==> src/pwm_command_parser_top_defines.svh <==
// assertion macros for the pwm command parser
// used by pwm_command_parser_top; needs clk and rst_n in the using scope
`ifndef PWM_COMMAND_PARSER_TOP_DEFINES_SVH
`define PWM_COMMAND_PARSER_TOP_DEFINES_SVH

`ifndef SYNTHESIS

// same-cycle implication, checked out of reset
`define PCP_ASSERT_SAME(name, ante, cons) \
    name: assert property (@(posedge clk) disable iff (!rst_n) (ante) |-> (cons)) \
        else $error("pcp same-cycle check failed");

// next-cycle implication, checked out of reset
`define PCP_ASSERT_NEXT(name, ante, cons) \
    name: assert property (@(posedge clk) disable iff (!rst_n) (ante) |=> (cons)) \
        else $error("pcp next-cycle check failed");

`else

`define PCP_ASSERT_SAME(name, ante, cons)
`define PCP_ASSERT_NEXT(name, ante, cons)

`endif

`endif

==> src/pcp_pkg.sv <==
// shared types, codes and character constants for the pwm command parser
// no dependencies
package pcp_pkg;

    // item moved on the command channel
    typedef struct packed {
        logic [7:0] ch;
        logic       end_mark;
    } cmd_item_t;

    // item moved on the response channel
    typedef struct packed {
        logic [1:0] result_code;
        logic       enabled;
        logic [6:0] duty_level;
        logic [6:0] drive_level;
    } rsp_item_t;

    // per-cycle control from the top level to the parser
    typedef struct packed {
        logic take_char;
        logic finish;
    } pcp_step_t;

    // result codes
    localparam logic [1:0] RC_CHANGED = 2'd0;
    localparam logic [1:0] RC_STATUS  = 2'd1;
    localparam logic [1:0] RC_BAD     = 2'd2;

    localparam int         ACC_W      = 10;
    localparam logic [6:0] DUTY_RESET = 7'd50;
    localparam logic [6:0] DUTY_MAX   = 7'd100;
    localparam logic [3:0] POS_MAX    = 4'd15;

    localparam logic [3:0] LEN_ON     = 4'd2;
    localparam logic [3:0] LEN_OFF    = 4'd3;
    localparam logic [3:0] LEN_STATUS = 4'd6;
    localparam logic [3:0] LEN_PWM    = 4'd4;

    localparam logic [7:0] CH_ZERO    = 8'h30;
    localparam logic [7:0] CH_NINE    = 8'h39;
    localparam logic [7:0] CH_PERCENT = 8'h25;

    // "ON" by position
    function automatic logic [7:0] on_char(input logic [3:0] pos);
        logic [7:0] c;
        unique case (pos)
            4'd0:    c = 8'h4F;
            4'd1:    c = 8'h4E;
            default: c = 8'h00;
        endcase
        return c;
    endfunction

    // "OFF" by position
    function automatic logic [7:0] off_char(input logic [3:0] pos);
        logic [7:0] c;
        unique case (pos)
            4'd0:    c = 8'h4F;
            4'd1:    c = 8'h46;
            4'd2:    c = 8'h46;
            default: c = 8'h00;
        endcase
        return c;
    endfunction

    // "Status" by position
    function automatic logic [7:0] status_char(input logic [3:0] pos);
        logic [7:0] c;
        unique case (pos)
            4'd0:    c = 8'h53;
            4'd1:    c = 8'h74;
            4'd2:    c = 8'h61;
            4'd3:    c = 8'h74;
            4'd4:    c = 8'h75;
            4'd5:    c = 8'h73;
            default: c = 8'h00;
        endcase
        return c;
    endfunction

    // "PWM:" by position
    function automatic logic [7:0] pwm_char(input logic [3:0] pos);
        logic [7:0] c;
        unique case (pos)
            4'd0:    c = 8'h50;
            4'd1:    c = 8'h57;
            4'd2:    c = 8'h4D;
            4'd3:    c = 8'h3A;
            default: c = 8'h00;
        endcase
        return c;
    endfunction

endpackage

==> src/pcp_parser.sv <==
// parse state, enable flag and duty store of the pwm command parser
// depends on pcp_pkg
module pcp_parser
    import pcp_pkg::*;
#(
    parameter int MAX_DIGITS = 3
)
(
    input  logic       clk,
    input  logic       rst_n,
    input  pcp_step_t  step,
    input  logic [7:0] ch,
    output rsp_item_t  result
);

    localparam int DCW = $clog2(MAX_DIGITS + 1);
    localparam logic [DCW-1:0] DIGIT_LIMIT = DCW'(MAX_DIGITS);

    logic [3:0]       pos_reg, pos_next;
    logic [2:0]       word_reg, word_next;
    logic             prefix_reg, prefix_next;
    logic [ACC_W-1:0] acc_reg, acc_next;
    logic [DCW-1:0]   dcnt_reg, dcnt_next;
    logic             pct_reg, pct_next;
    logic             rej_reg, rej_next;
    logic             en_reg, en_next;
    logic [6:0]       duty_reg, duty_next;

    logic             is_digit;
    logic [ACC_W-1:0] acc_times_ten;
    logic [1:0]       code;
    logic             fin_en;
    logic [6:0]       fin_duty;

    assign is_digit      = (ch >= CH_ZERO) && (ch <= CH_NINE);
    assign acc_times_ten = (acc_reg << 3) + (acc_reg << 1);

    // end-of-command decision
    always_comb
    begin
        code     = RC_BAD;
        fin_en   = en_reg;
        fin_duty = duty_reg;
        priority if (word_reg[0] && pos_reg == LEN_ON)
        begin
            fin_en = 1'b1;
            code   = RC_CHANGED;
        end
        else if (word_reg[1] && pos_reg == LEN_OFF)
        begin
            fin_en = 1'b0;
            code   = RC_CHANGED;
        end
        else if (word_reg[2] && pos_reg == LEN_STATUS)
        begin
            code = RC_STATUS;
        end
        else if (prefix_reg && pos_reg >= LEN_PWM && !rej_reg && dcnt_reg != '0
                 && pct_reg && acc_reg <= ACC_W'(DUTY_MAX))
        begin
            fin_duty = acc_reg[6:0];
            code     = RC_CHANGED;
        end
        else
        begin
            code = RC_BAD;
        end
    end

    // result item, meaningful when finish is set
    always_comb
    begin
        result.result_code = code;
        result.enabled     = fin_en;
        result.duty_level  = fin_duty;
        result.drive_level = fin_en ? fin_duty : 7'd0;
    end

    // per-character update and clear at end of command
    always_comb
    begin
        pos_next    = pos_reg;
        word_next   = word_reg;
        prefix_next = prefix_reg;
        acc_next    = acc_reg;
        dcnt_next   = dcnt_reg;
        pct_next    = pct_reg;
        rej_next    = rej_reg;
        en_next     = en_reg;
        duty_next   = duty_reg;
        if (step.finish)
        begin
            en_next     = fin_en;
            duty_next   = fin_duty;
            pos_next    = '0;
            word_next   = 3'b111;
            prefix_next = 1'b1;
            acc_next    = '0;
            dcnt_next   = '0;
            pct_next    = 1'b0;
            rej_next    = 1'b0;
        end
        else if (step.take_char)
        begin
            word_next[0] = word_reg[0] && (pos_reg < LEN_ON) && (on_char(pos_reg) == ch);
            word_next[1] = word_reg[1] && (pos_reg < LEN_OFF) && (off_char(pos_reg) == ch);
            word_next[2] = word_reg[2] && (pos_reg < LEN_STATUS)
                           && (status_char(pos_reg) == ch);
            if (prefix_reg)
            begin
                if (pos_reg < LEN_PWM)
                begin
                    if (pwm_char(pos_reg) != ch)
                        prefix_next = 1'b0;
                end
                else if (!rej_reg)
                begin
                    priority if (pct_reg)
                        rej_next = 1'b1;
                    else if (is_digit)
                    begin
                        if (dcnt_reg >= DIGIT_LIMIT)
                            rej_next = 1'b1;
                        else
                        begin
                            dcnt_next = dcnt_reg + 1'b1;
                            acc_next  = acc_times_ten + ACC_W'(ch - CH_ZERO);
                        end
                    end
                    else if (ch == CH_PERCENT && dcnt_reg != '0)
                        pct_next = 1'b1;
                    else
                        rej_next = 1'b1;
                end
            end
            if (pos_reg != POS_MAX)
                pos_next = pos_reg + 4'd1;
        end
    end

    // state registers
    always_ff @(posedge clk or negedge rst_n)
    begin
        if (!rst_n)
        begin
            pos_reg    <= '0;
            word_reg   <= 3'b111;
            prefix_reg <= 1'b1;
            acc_reg    <= '0;
            dcnt_reg   <= '0;
            pct_reg    <= 1'b0;
            rej_reg    <= 1'b0;
            en_reg     <= 1'b0;
            duty_reg   <= DUTY_RESET;
        end
        else
        begin
            pos_reg    <= pos_next;
            word_reg   <= word_next;
            prefix_reg <= prefix_next;
            acc_reg    <= acc_next;
            dcnt_reg   <= dcnt_next;
            pct_reg    <= pct_next;
            rej_reg    <= rej_next;
            en_reg     <= en_next;
            duty_reg   <= duty_next;
        end
    end

endmodule

==> src/pcp_out_stage.sv <==
// response register of the pwm command parser, holds an item until taken
// depends on pcp_pkg
module pcp_out_stage
    import pcp_pkg::*;
(
    input  logic      clk,
    input  logic      rst_n,
    input  logic      load,
    input  rsp_item_t rsp_in,
    input  logic      rsp_stall,
    output logic      rsp_valid,
    output rsp_item_t rsp
);

    logic      vld_reg, vld_next;
    rsp_item_t rsp_reg, rsp_next;

    // valid: set on load, cleared once taken
    always_comb
    begin
        vld_next = vld_reg;
        rsp_next = rsp_reg;
        if (load)
        begin
            vld_next = 1'b1;
            rsp_next = rsp_in;
        end
        else if (!rsp_stall)
            vld_next = 1'b0;
    end

    always_ff @(posedge clk or negedge rst_n)
    begin
        if (!rst_n)
            vld_reg <= 1'b0;
        else
            vld_reg <= vld_next;
    end

    // payload
    always_ff @(posedge clk)
    begin
        rsp_reg <= rsp_next;
    end

    assign rsp_valid = vld_reg;
    assign rsp       = rsp_reg;

endmodule

==> src/pwm_command_parser_top.sv <==
// top level of the pwm command parser: input register, parser, response register
// depends on pcp_pkg, pcp_parser, pcp_out_stage, pwm_command_parser_top_defines.svh
//
//   channel   handshake                payload     role
//   cmd       cmd_valid / cmd_stall    cmd_item_t  one character or end marker
//   rsp       rsp_valid / rsp_stall    rsp_item_t  one result per end marker
//
// one item per cycle sustained while no end marker is held back; a character
// is registered, then folded into the parse state at the next edge; an end
// marker's result is loaded into the response register when the marker leaves
// the input register, and is valid from then on. the only back-pressure is an
// end marker waiting on a full, stalled response register. reset is asynchronous,
// active low, and returns enable off, duty 50 and an empty command.
`include "pwm_command_parser_top_defines.svh"

module pwm_command_parser_top
    import pcp_pkg::*;
#(
    parameter int MAX_DIGITS = 3
)
(
    input  logic      clk,
    input  logic      rst_n,
    input  logic      cmd_valid,
    output logic      cmd_stall,
    input  cmd_item_t cmd,
    output logic      rsp_valid,
    input  logic      rsp_stall,
    output rsp_item_t rsp
);

    logic      cmd_vld_reg, cmd_vld_next;
    cmd_item_t cmd_reg, cmd_next;
    logic      out_free;
    logic      consume;
    logic      accept;
    pcp_step_t step;
    rsp_item_t result;
    logic [6:0] drive_want;

    // handshake control
    assign out_free  = !rsp_valid || !rsp_stall;
    assign cmd_stall = cmd_vld_reg && cmd_reg.end_mark && !out_free;
    assign consume   = cmd_vld_reg && !cmd_stall;
    assign accept    = cmd_valid && !cmd_stall;

    assign step.take_char = consume && !cmd_reg.end_mark;
    assign step.finish    = consume && cmd_reg.end_mark;

    // input register
    always_comb
    begin
        cmd_vld_next = cmd_vld_reg;
        cmd_next     = cmd_reg;
        if (accept)
        begin
            cmd_vld_next = 1'b1;
            cmd_next     = cmd;
        end
        else if (consume)
            cmd_vld_next = 1'b0;
    end

    always_ff @(posedge clk or negedge rst_n)
    begin
        if (!rst_n)
            cmd_vld_reg <= 1'b0;
        else
            cmd_vld_reg <= cmd_vld_next;
    end

    always_ff @(posedge clk)
    begin
        cmd_reg <= cmd_next;
    end

    // parser
    pcp_parser #(
        .MAX_DIGITS (MAX_DIGITS)
    ) u_parser (
        .clk    (clk),
        .rst_n  (rst_n),
        .step   (step),
        .ch     (cmd_reg.ch),
        .result (result)
    );

    // response register
    pcp_out_stage u_out (
        .clk       (clk),
        .rst_n     (rst_n),
        .load      (step.finish),
        .rsp_in    (result),
        .rsp_stall (rsp_stall),
        .rsp_valid (rsp_valid),
        .rsp       (rsp)
    );

    // expected output level of the item on offer
    assign drive_want = rsp.enabled ? rsp.duty_level : 7'd0;

    // checks
    `PCP_ASSERT_NEXT(a_finish_gives_rsp, step.finish, rsp_valid)
    `PCP_ASSERT_SAME(a_drive_matches, rsp_valid, rsp.drive_level == drive_want)
    `PCP_ASSERT_SAME(a_duty_in_range, rsp_valid, rsp.duty_level <= DUTY_MAX)

endmodule
==> config.mk <==
export PLATFORM = sky130hd
export DESIGN_NAME = pwm_command_parser_top
export DESIGN_NICKNAME = d
export VERILOG_FILES = /design/src/pcp_pkg.sv /design/src/pcp_parser.sv /design/src/pcp_out_stage.sv /design/src/pwm_command_parser_top.sv
export VERILOG_INCLUDE_DIRS = /design/src /design/src/src
export SDC_FILE = /design/constraint.sdc
export NUM_CORES = 1
export LEC_CHECK = 0
export BUFFER_PORTS_ARGS = -buffer_cell sky130_fd_sc_hd__buf_2
export CAP_MARGIN = 0
export CORE_UTILIZATION = 45
export DETAILED_ROUTE_END_ITERATION = 7
export PLACE_DENSITY_LB_ADDON = 0.15
export SYNTH_ARGS = -nofsm -noshare
export SYNTH_HDL_FRONTEND = slang
export SYNTH_SLANG_ARGS = --single-unit
==> constraint.sdc <==
create_clock -name clk -period 3 [get_ports clk]
set_clock_uncertainty 0.1 [all_clocks]
set_input_delay 0.45 -clock clk [delete_from_list [all_inputs] [get_ports clk]]
set_output_delay 0.45 -clock clk [all_outputs]
set_load 0.02 [all_outputs]
# Yosys cells after proc, flatten, opt, wreduce, memory -nomap -nowiden
# Cells that the tools add are included.
# word_totals
ff_bits	58
latch_bits	0
ramBits	0
romBits	0
inputBits	13
output_inout_bits	19
wordCells	162
n_memories	0
# classes
add_sub_neg	5
multipliers	0
div	0
n_lt_le_gt_ge	9
n_eq_ne	17
shift	0
n_mux	69
bitwise	0
n_reduce_logical	44
# ops
op	count
10-bit 2-to-1 mux	8
8-bit 2-to-1 mux	10
7-bit one-hot mux with 5 select lines	1
1-bit 2-to-1 mux	29
7-bit 2-to-1 mux	4
7-bit one-hot mux with 2 select lines	2
7-bit one-hot mux with 4 select lines	1
8-bit equality test	3
1-bit logical AND	22
10-bit adder	2
2-bit 2-to-1 mux	9
4-bit by 3-bit equality test with 1-bit output (second input constant)	3
4-bit 2-to-1 mux	3
2-bit nonzero test	6
10-bit by 7-bit less-or-equal comparator with 1-bit output (second input constant)	1
2-bit by 1-bit != test with 1-bit output (second input constant)	5
8-bit by 6-bit subtractor with 9-bit output (second input constant)	1
4-bit by 2-bit equality test with 1-bit output (second input constant)	2
8-bit by 6-bit equality test with 1-bit output (second input constant)	1
8-bit by 6-bit greater-or-equal comparator with 1-bit output (second input constant)	1
8-bit by 6-bit less-or-equal comparator with 1-bit output (second input constant)	1
4-bit by 2-bit less-than comparator with 1-bit output (second input constant)	2
4-bit by 3-bit less-than comparator with 1-bit output (second input constant)	2
8-bit != test	1
16 further kinds	24

# Logic depth before layout (Yosys ltp)
# Gate-level depths: netlist of the first run.
# logic_depth
depth_word	15
depth_mapped	11
ltp_nobuf	11

# Cells and area by module
# Synthesis of the first run repeated with hierarchy kept, for this count alone.
# unflattened
cells_unflattened	312
area_unflattened_um2	3470.8
# by_module_without_submodules
module	instances	cells_each	area_each_um2	seq_area_each_um2
pcp_parser	1	276	2592.5	759.5
pcp_out_stage	1	19	543.0	535.5
pwm_command_parser_top	1	17	335.3	295.3

# Least setup slack after synthesis of the first run
# OpenSTA, ideal clock, no wires.
# synth_timing
path_kind	register to register
start	reg cmd_reg[5] (netlist bit)
end	reg u_parser.acc_reg[9]
setup_ns	0.100
arrival_ns	2.964
t_required_ns	2.800
setup_slack_ns	-0.164
path_stages_with_launch	11
path_buffers	0
period_less_slack_ns	3.164
path_cell_list	edfxtp_1 -> ha_1 -> xor2_1 -> fa_1 -> inv_1 -> ha_1 -> and2_1 -> a311oi_1 -> a21oi_1 -> or3_1 -> a311oi_1
# synth_via
elab_chain_cells	10
elab_cells_between_ends	15
cone_classes	add/sub (2); order compare (2); mux (8); reduce/logical (3)
# synth_rtl
item	line	source
from (decl)	pwm_command_parser_top.sv:33	cmd_item_t cmd_reg, cmd_next;
from (signal assigned)	pwm_command_parser_top.sv:74	cmd_reg <= cmd_next;
8-bit by 6-bit subtractor with 9-bit output	pcp_parser.sv:127	acc_next = acc_times_ten + ACC_W'(ch - CH_ZERO);
10-bit adder	pcp_parser.sv:127	
10-bit 2-to-1 mux	pcp_parser.sv:122	if (dcnt_reg >= DIGIT_LIMIT)
10-bit 2-to-1 mux	pcp_parser.sv:120	else if (is_digit)
10-bit 2-to-1 mux	pcp_parser.sv:118	priority if (pct_reg)
10-bit 2-to-1 mux	pcp_parser.sv:116	else if (!rej_reg)
10-bit 2-to-1 mux	pcp_parser.sv:111	if (pos_reg < LEN_PWM)
10-bit 2-to-1 mux	pcp_parser.sv:109	if (prefix_reg)
10-bit 2-to-1 mux	pcp_parser.sv:103	else if (step.take_char)
10-bit 2-to-1 mux	pcp_parser.sv:91	if (step.finish)
to (signal assigned)	pcp_parser.sv:161	acc_reg <= acc_next;
to (decl)	pcp_parser.sv:22	logic [ACC_W-1:0] acc_reg, acc_next;
# Parallel ways exist; a longest one is shown, timed or not. The select of a mux whose other input is x is not followed.
# A chain may end at the register's enable or synchronous reset.

# Final worst setup path of the first run
# Same ends and word-level chain as after synthesis.

==> key figures, run 1 <==
Status
  – Run status: finished, violations left
  – Failing checks: negative setup slack

Final layout
  – Max reg flops: 17
  – Post-route insts no fill: 501
  – Fill cell total of the finished layout: 703
  – Share of post-route cells with drive strength above 1: 25.81%
  – Final net count: 432
  – Fin util: 54.45%
  – Signed area change from the synthesized netlist to the final layout: 16.75%
  – Footprint of the flip-flops and latches: 0.001590 mm2
  – Area of combinational cells with multiple inputs: 0.001877 mm2
  – Post-route cell area: 0.004229 mm2
  – Antenna Diode Count: 0

Placement
  – Area after detailed placement: 0.003984 mm2
  – Port Buffers: 31
  – Half-perimeter wire length after placement: 5.714 mm
  – Number of placed instances, taps included: 483
  – Placer's final routability congestion estimate: 0.7986

Clock tree
  – Total CTS buffers: 9
  – Max Buffers Root-to-Sink: 2
  – Number of levels in the clock H-tree: 3
  – Clock latency on the worst-skew pair: 330 ps
  – Master cell of the clock root buffer: clkbuf_8
  – Clock tree from TritonCTS: built
  – Clock sink total: 58
  – Clock transition at the registers of the reported paths: 70 ps
  – Hold-fix buffer count after cts: 0

Synthesis
  – Leading cell types by total area after synthesis: edfxtp_1 22%, dfrtp_1 17%, ha_1 6.2%
  – Post-synthesis cell type count: 59
  – Proportion of register bits with asynchronous set or reset after synthesis: 55.17%
  – Most instantiated cells after synthesis: 27 x inv_1, 26 x edfxtp_1, 25 x dfrtp_1
  – Post-synth design cell area: 0.003622 mm2
  – Top-area cell type share of the netlist area: 21.55%
  – Avg Cell Area, Syn: 10.44 um2
  – Most used standard cell by instance count after synthesis: inv_1
  – Sequential element share of the synthesized area: 43.90%
  – Syn_nets: 385
  – Yosys warns: 0
  – Number of enable-type register cells in the synthesized netlist: 26
  – Library cell with the largest summed area after synthesis: edfxtp_1
  – Flop and latch count out of synthesis: 58
  – Post-synth top flop: edfxtp_1
  – Synthesized netlist cell count: 347

GRT
  – Vias in the first global route: 2825
  – GRT overflow: 0
  – Number of antenna violations at the first check in global routing: 0
  – Wire length of the first global-routing pass: 14.16 mm
  – Maximum number of pins on one net before global-route repair: 35
  – GR Util All Layers: 21.68%

Die
  – Die outline area: 0.008413 mm2
  – DIE WIDTH: 91.72 um
  – Number of I/O pins: 32
  – Initial Util: 46.63%
  – Floorplan Core Area: 0.007767 mm2
  – Number of cell rows: 32
  – Vertical die dimension: 91.72 um

Critical path
  – Startpoint-to-endpoint class of the critical path: flip-flop to flip-flop
  – Largest fanout on the critical path: 5
  – R2r worst-path depth: 10
  – Reg2reg start: cmd_reg[5]
  – Peak per-stage delay on the critical path: 500 ps
  – Capture point of the worst reg-to-reg path: u_parser.acc_reg[9]
  – Type of destination of the critical path: flip-flop
  – Critical path buffer and inverter count: 1
  – Setup slack, reg-to-reg: -6 ps
  – Type of element launching the critical path: flip-flop
  – Worst path required time: 3130 ps
  – Critical path's slowest cell: fa_1
  – Launching instance or port of the critical path: cmd_reg[5]
  – CP cell instances: ha_2 -> xor2_1 -> fa_1 -> inv_2 -> ha_4 -> and2_4 -> a311oi_4 -> a21oi_2 -> or3_1 -> a311oi_1
  – Delay-heaviest family, CP: adder cells
  – Arrival @ worst endpoint: 3140 ps

Flow run
  – Maximum capacitance violations: 0

Timing
  – Count of endpoints failing hold in the final timing report: 0
  – Final count of negative-setup-slack endpoints: 1
  – Worst hold-check slack: 76.43 ps
  – Total count of max-transition violations in the final report: 0
  – Setup ws final: -5.892 ps
  – Minimum clock period after layout: 3006 ps
  – Setup repair after global routing missed its margin: true
  – Normalized max-slew margin: 48.85%
  – Max Freq: 332.7 MHz
  – Final cycle utilization of the critical path: 100.2%
  – Tightest Pin Transition: 763.9 ps

Route
  – Vias per cell: 5.467
  – DRC violation count after routing: 0
  – Average wire per cell in the routed design: 15.93 um
  – Vias after detailed routing: 2739
  – Antenna violation net count after detailed routing: 0
  – DRC violation total after the first TritonRoute iteration: 147
  – Routed wire length: 7.982 mm
  – Pre-antenna DRT Iters: 4

Power
  – Reported leakage power: 1.811 nW
  – Power density normalized to cell area: 525.3 mW/mm2
  – Overall power: 2.222 mW
  – Peak supply drop: 0.2484 mV

Min path
  – Hold Path Class: input port to asynchronous set/reset pin
==> worst max-delay path by stage <==
stage	to	slack [ps]	cells past startpoint
final	u_parser.acc_reg[9]	-6	10
after CTS	u_parser.acc_reg[9]	50	10
after floorplan	u_parser.acc_reg[9]	10	10
after global routing	u_parser.acc_reg[9]	-70	10
after global placement	u_parser.acc_reg[9]	70	10
after detailed placement	u_parser.acc_reg[9]	1	10
==> layer usage <==
metal / up-vias / wire length [um] / GRT usage (%)
li1: 1356 / - / -
met1: 1316 / 3956 / 29.88
met2: 61 / 3692 / 34.59
met3: 6 / 263 / 3.483
met4: 0 / 70 / 7.943
met5: - / 0 / 0
==> cell usage in the layout, fill, tap and decap left out, types with 15 or more instances in the layout <==
cell,instances
a21oi_1,22
buf_2,31
buf_4,22
dfrtp_1,25
edfxtp_1,26
ha_1,16
inv_1,26
nand2_1,16
nor2_1,22
nor3_1,15
o21ai_0,20
==> worst register-to-register path: stages (launching register included) <==
cell and delay [ps]:
edfxtp_1 440, ha_2 230, xor2_1 150, fa_1 500, inv_2 50, ha_4 230
and2_4 150, a311oi_4 320, a21oi_2 100, or3_1 370, a311oi_1 270
==> area by class of cell <==
type,instances,area share (%)
clock buffers,10,3.018
well taps,102,3.018
repair buffers,53,7.574
clock inverters,6,1.923
multi-input cells,244,44.38
inverters,28,2.485
flip-flops and latches,58,37.60
==> cell families after synthesis <==
logic type / count (synthesis) / synth area share (%)
AND/OR/NAND/NOR: 105 / 15.92
AO/OA/AOI/OAI: 85 / 15.82
flip-flops: 58 / 43.90
buffers and inverters: 45 / 5.457
adder cells (fa/ha/maj): 25 / 10.09
multiplexers: 17 / 5.907
XOR/XNOR: 12 / 2.902
==> where the power goes <==
part	internal (mW)	switching, mW
Combinational	0.194	0.307
Sequential	0.893	0.0532
Clock	0.462	0.313
Total	1.55	0.673
==> repair_timing <==
item | 4_1_cts | 5_1_grt
setup buffers | 2 | 0
endpoints found under the setup margin | 1 | 2
pin swaps | 1 | 5
resized for setup | 0 | 5
==> stage by stage <==
step | TNS, ps | setup slack (ps)
after floorplan | 0 | 10.75
after global placement | 0 | 72.03
after detailed placement | 0 | 1.491
after CTS | 0 | 45.15
after global routing | -121.5 | -67.55
final | -5.892 | -5.892
No activity file was read; power rests on OpenSTA's default activity.
==> run 2: changes to the inputs <==
Settings changed: RECOVER_POWER from default to 50, SETUP_SLACK_MARGIN from default to 0.2.
==> run 2 against run 1 <==
The flow finishes with violations (max-capacitance violations, max-slew violations). Wire length decreased by 0.36%. Sequential cell count unchanged. Maximum frequency increased by 5.4%. First-iteration DRC count increased by 8.2%. Register-to-register slack improved by 150 ps. Sequential power about the same. Non-clock buffer count decreased by 7. Final cell count decreased by 1.4%. Worst hold slack improved by 94 ps. Via count decreased by 0.99%. Power increased by 0.70%. Critical path type unchanged. Largest cell class unchanged.
==> key figures, run 2 (same netlist as run 1, synthesis figures left out) <==
Die
  – Die outline area: 0.008413 mm2
  – DIE WIDTH: 91.72 um
  – Number of cell rows: 32
  – Floorplan Core Area: 0.007767 mm2
  – Vertical die dimension: 91.72 um
  – Number of I/O pins: 32
  – Initial Util: 46.63%

Route
  – Vias per cell: 5.490
  – Antenna violation net count after detailed routing: 0
  – Vias after detailed routing: 2712
  – DRC violation count after routing: 0
  – Routed wire length: 7.953 mm
  – Average wire per cell in the routed design: 16.10 um
  – DRC violation total after the first TritonRoute iteration: 159
  – Pre-antenna DRT Iters: 4

Timing
  – Setup repair after global routing missed its margin: true
  – Final cycle utilization of the critical path: 95.09%
  – Total count of max-transition violations in the final report: 33
  – Minimum clock period after layout: 2853 ps
  – Normalized max-slew margin: -18.70%
  – Count of endpoints failing hold in the final timing report: 0
  – Setup ws final: 147.2 ps
  – TNS Setup: 0 ps
  – Max Freq: 350.5 MHz
  – Final count of negative-setup-slack endpoints: 0
  – Tightest Pin Transition: 1780 ps

Critical path
  – Launching instance or port of the critical path: cmd_reg[5]
  – Arrival @ worst endpoint: 3010 ps
  – Worst path required time: 3150 ps
  – Peak per-stage delay on the critical path: 480 ps
  – Type of element launching the critical path: flip-flop
  – Type of destination of the critical path: flip-flop
  – Startpoint-to-endpoint class of the critical path: flip-flop to flip-flop
  – CP cell instances: ha_2 -> xor2_1 -> fa_1 -> inv_1 -> ha_4 -> and2_4 -> a311oi_2 -> a21oi_1 -> or3_1 -> a311oi_1
  – Reg2reg start: cmd_reg[5]
  – Largest fanout on the critical path: 5
  – Critical path's slowest cell: fa_1

Placement
  – Placer's final routability congestion estimate: 0.8142
  – Port Buffers: 31
  – Area after detailed placement: 0.003961 mm2
  – Pre-CTS WS: 128.3 ps
  – Number of placed instances, taps included: 478
  – Half-perimeter wire length after placement: 5.785 mm

Final layout
  – Signed area change from the synthesized netlist to the final layout: 14.85%
  – Most frequent cells in the layout: 26 x inv_1, 26 x edfxtp_1, 25 x dfrtp_1, 24 x a21oi_1, 22 x nor2_1
  – Post-route cell area: 0.004160 mm2
  – Fin util: 53.56%
  – Max reg flops: 17
  – Fill cell total of the finished layout: 719
  – Share of post-route cells with drive strength above 1: 20.15%
  – Final net count: 425
  – Post-route insts no fill: 494
  – Antenna Diode Count: 0

GRT
  – GRT overflow: 0
  – Number of antenna violations at the first check in global routing: 0
  – Wire length of the first global-routing pass: 13.43 mm
  – Maximum number of pins on one net before global-route repair: 35
  – Met3 track demand over resource in global routing: 4.643%
  – Vias in the first global route: 2646
  – M1 GR Usage: 28.45%
  – M2 GR Usage: 32.21%
  – GR Util All Layers: 21.01%
  – Busiest grt layer: met2

Clock tree
  – Total CTS buffers: 9
  – Clock tree from TritonCTS: built
  – Number of levels in the clock H-tree: 3
  – Master cell of the clock root buffer: clkbuf_8
  – Clock latency on the worst-skew pair: 350 ps
  – Max Buffers Root-to-Sink: 2
  – Clock sink total: 58
  – Hold-fix buffer count after cts: 0
  – Clock transition at the registers of the reported paths: 70 ps

Status
  – Run status: finished, violations left
  – Failing checks: max-capacitance violations, max-slew violations

Flow run
  – Maximum capacitance violations: 1

Power
  – Peak supply drop: 0.2122 mV
  – Reported leakage power: 1.720 nW
  – Power density normalized to cell area: 537.7 mW/mm2

Min path
  – Hold Path Class: input port to flip-flop
  – Hold Startpoint: cmd[3]
[run 2: final timing paths]
check                                        to  slack (ps)  cells after the start
min in group asynchronous  u_parser.duty_reg[6]         470                      1
hold reg to reg                 u_parser.en_reg         410                      2
hold / removal                       cmd_reg[3]         170                      1
max in group asynchronous  u_parser.dcnt_reg[1]        1300                      1
setup / recovery            u_parser.acc_reg[9]         150                     10
setup reg to reg            u_parser.acc_reg[9]         150                     10
[run 2: final cells by class]
type | instances | area [um2] | area share (%)
clock buffer | 9 | 123.9 | 2.977
timing repair buffer | 46 | 244.0 | 5.865
multi-input combinational | 244 | 1876 | 45.08
inverter | 28 | 105.1 | 2.526
sequential | 58 | 1590 | 38.23
tap | 102 | 127.6 | 3.068
clock inverter | 7 | 93.84 | 2.256
[run 2: timing repair]
item                       in CTS  in global routing
buffers inserted                0                  0
gates resized for setup         1                  0
setup endpoints to repair       1                  2
[run 2: worst max-delay path: cells and delay by family (launching register included)]
kind,cells,cell delay [ps]
adder cells (fa/ha/maj),3,940
AO/OA/AOI/OAI,3,570
AND/OR/NAND/NOR,2,510
flip-flops,1,420
XOR/XNOR,1,150
buffers and inverters,1,60
[run 2: metrics by stage]
stage | hold slack (ps) | total power, mW
floorplan | 54.41 | 1.309
global placement | 370.8 | 1.436
detailed placement | 391.8 | 1.444
CTS | 80.17 | 2.257
global route | 160.9 | 2.343
finish | 170.5 | 2.237
[run 2: per-layer routing]
layer,part of all wire (%),vias to the layer above,wire length (um)
met3,5.2,13,410
met5,0,-,0
li1,-,1344,-
met4,2.0,0,163
met1,48,1282,3802
met2,45,73,3576
[run 2: power breakdown]
| group | total, mW | internal, mW | switching, mW |
|---|---|---|---|
| combinational | 0.486 | 0.184 | 0.302 |
| clock | 0.805 | 0.465 | 0.340 |
| sequential | 0.946 | 0.893 | 0.0532 |
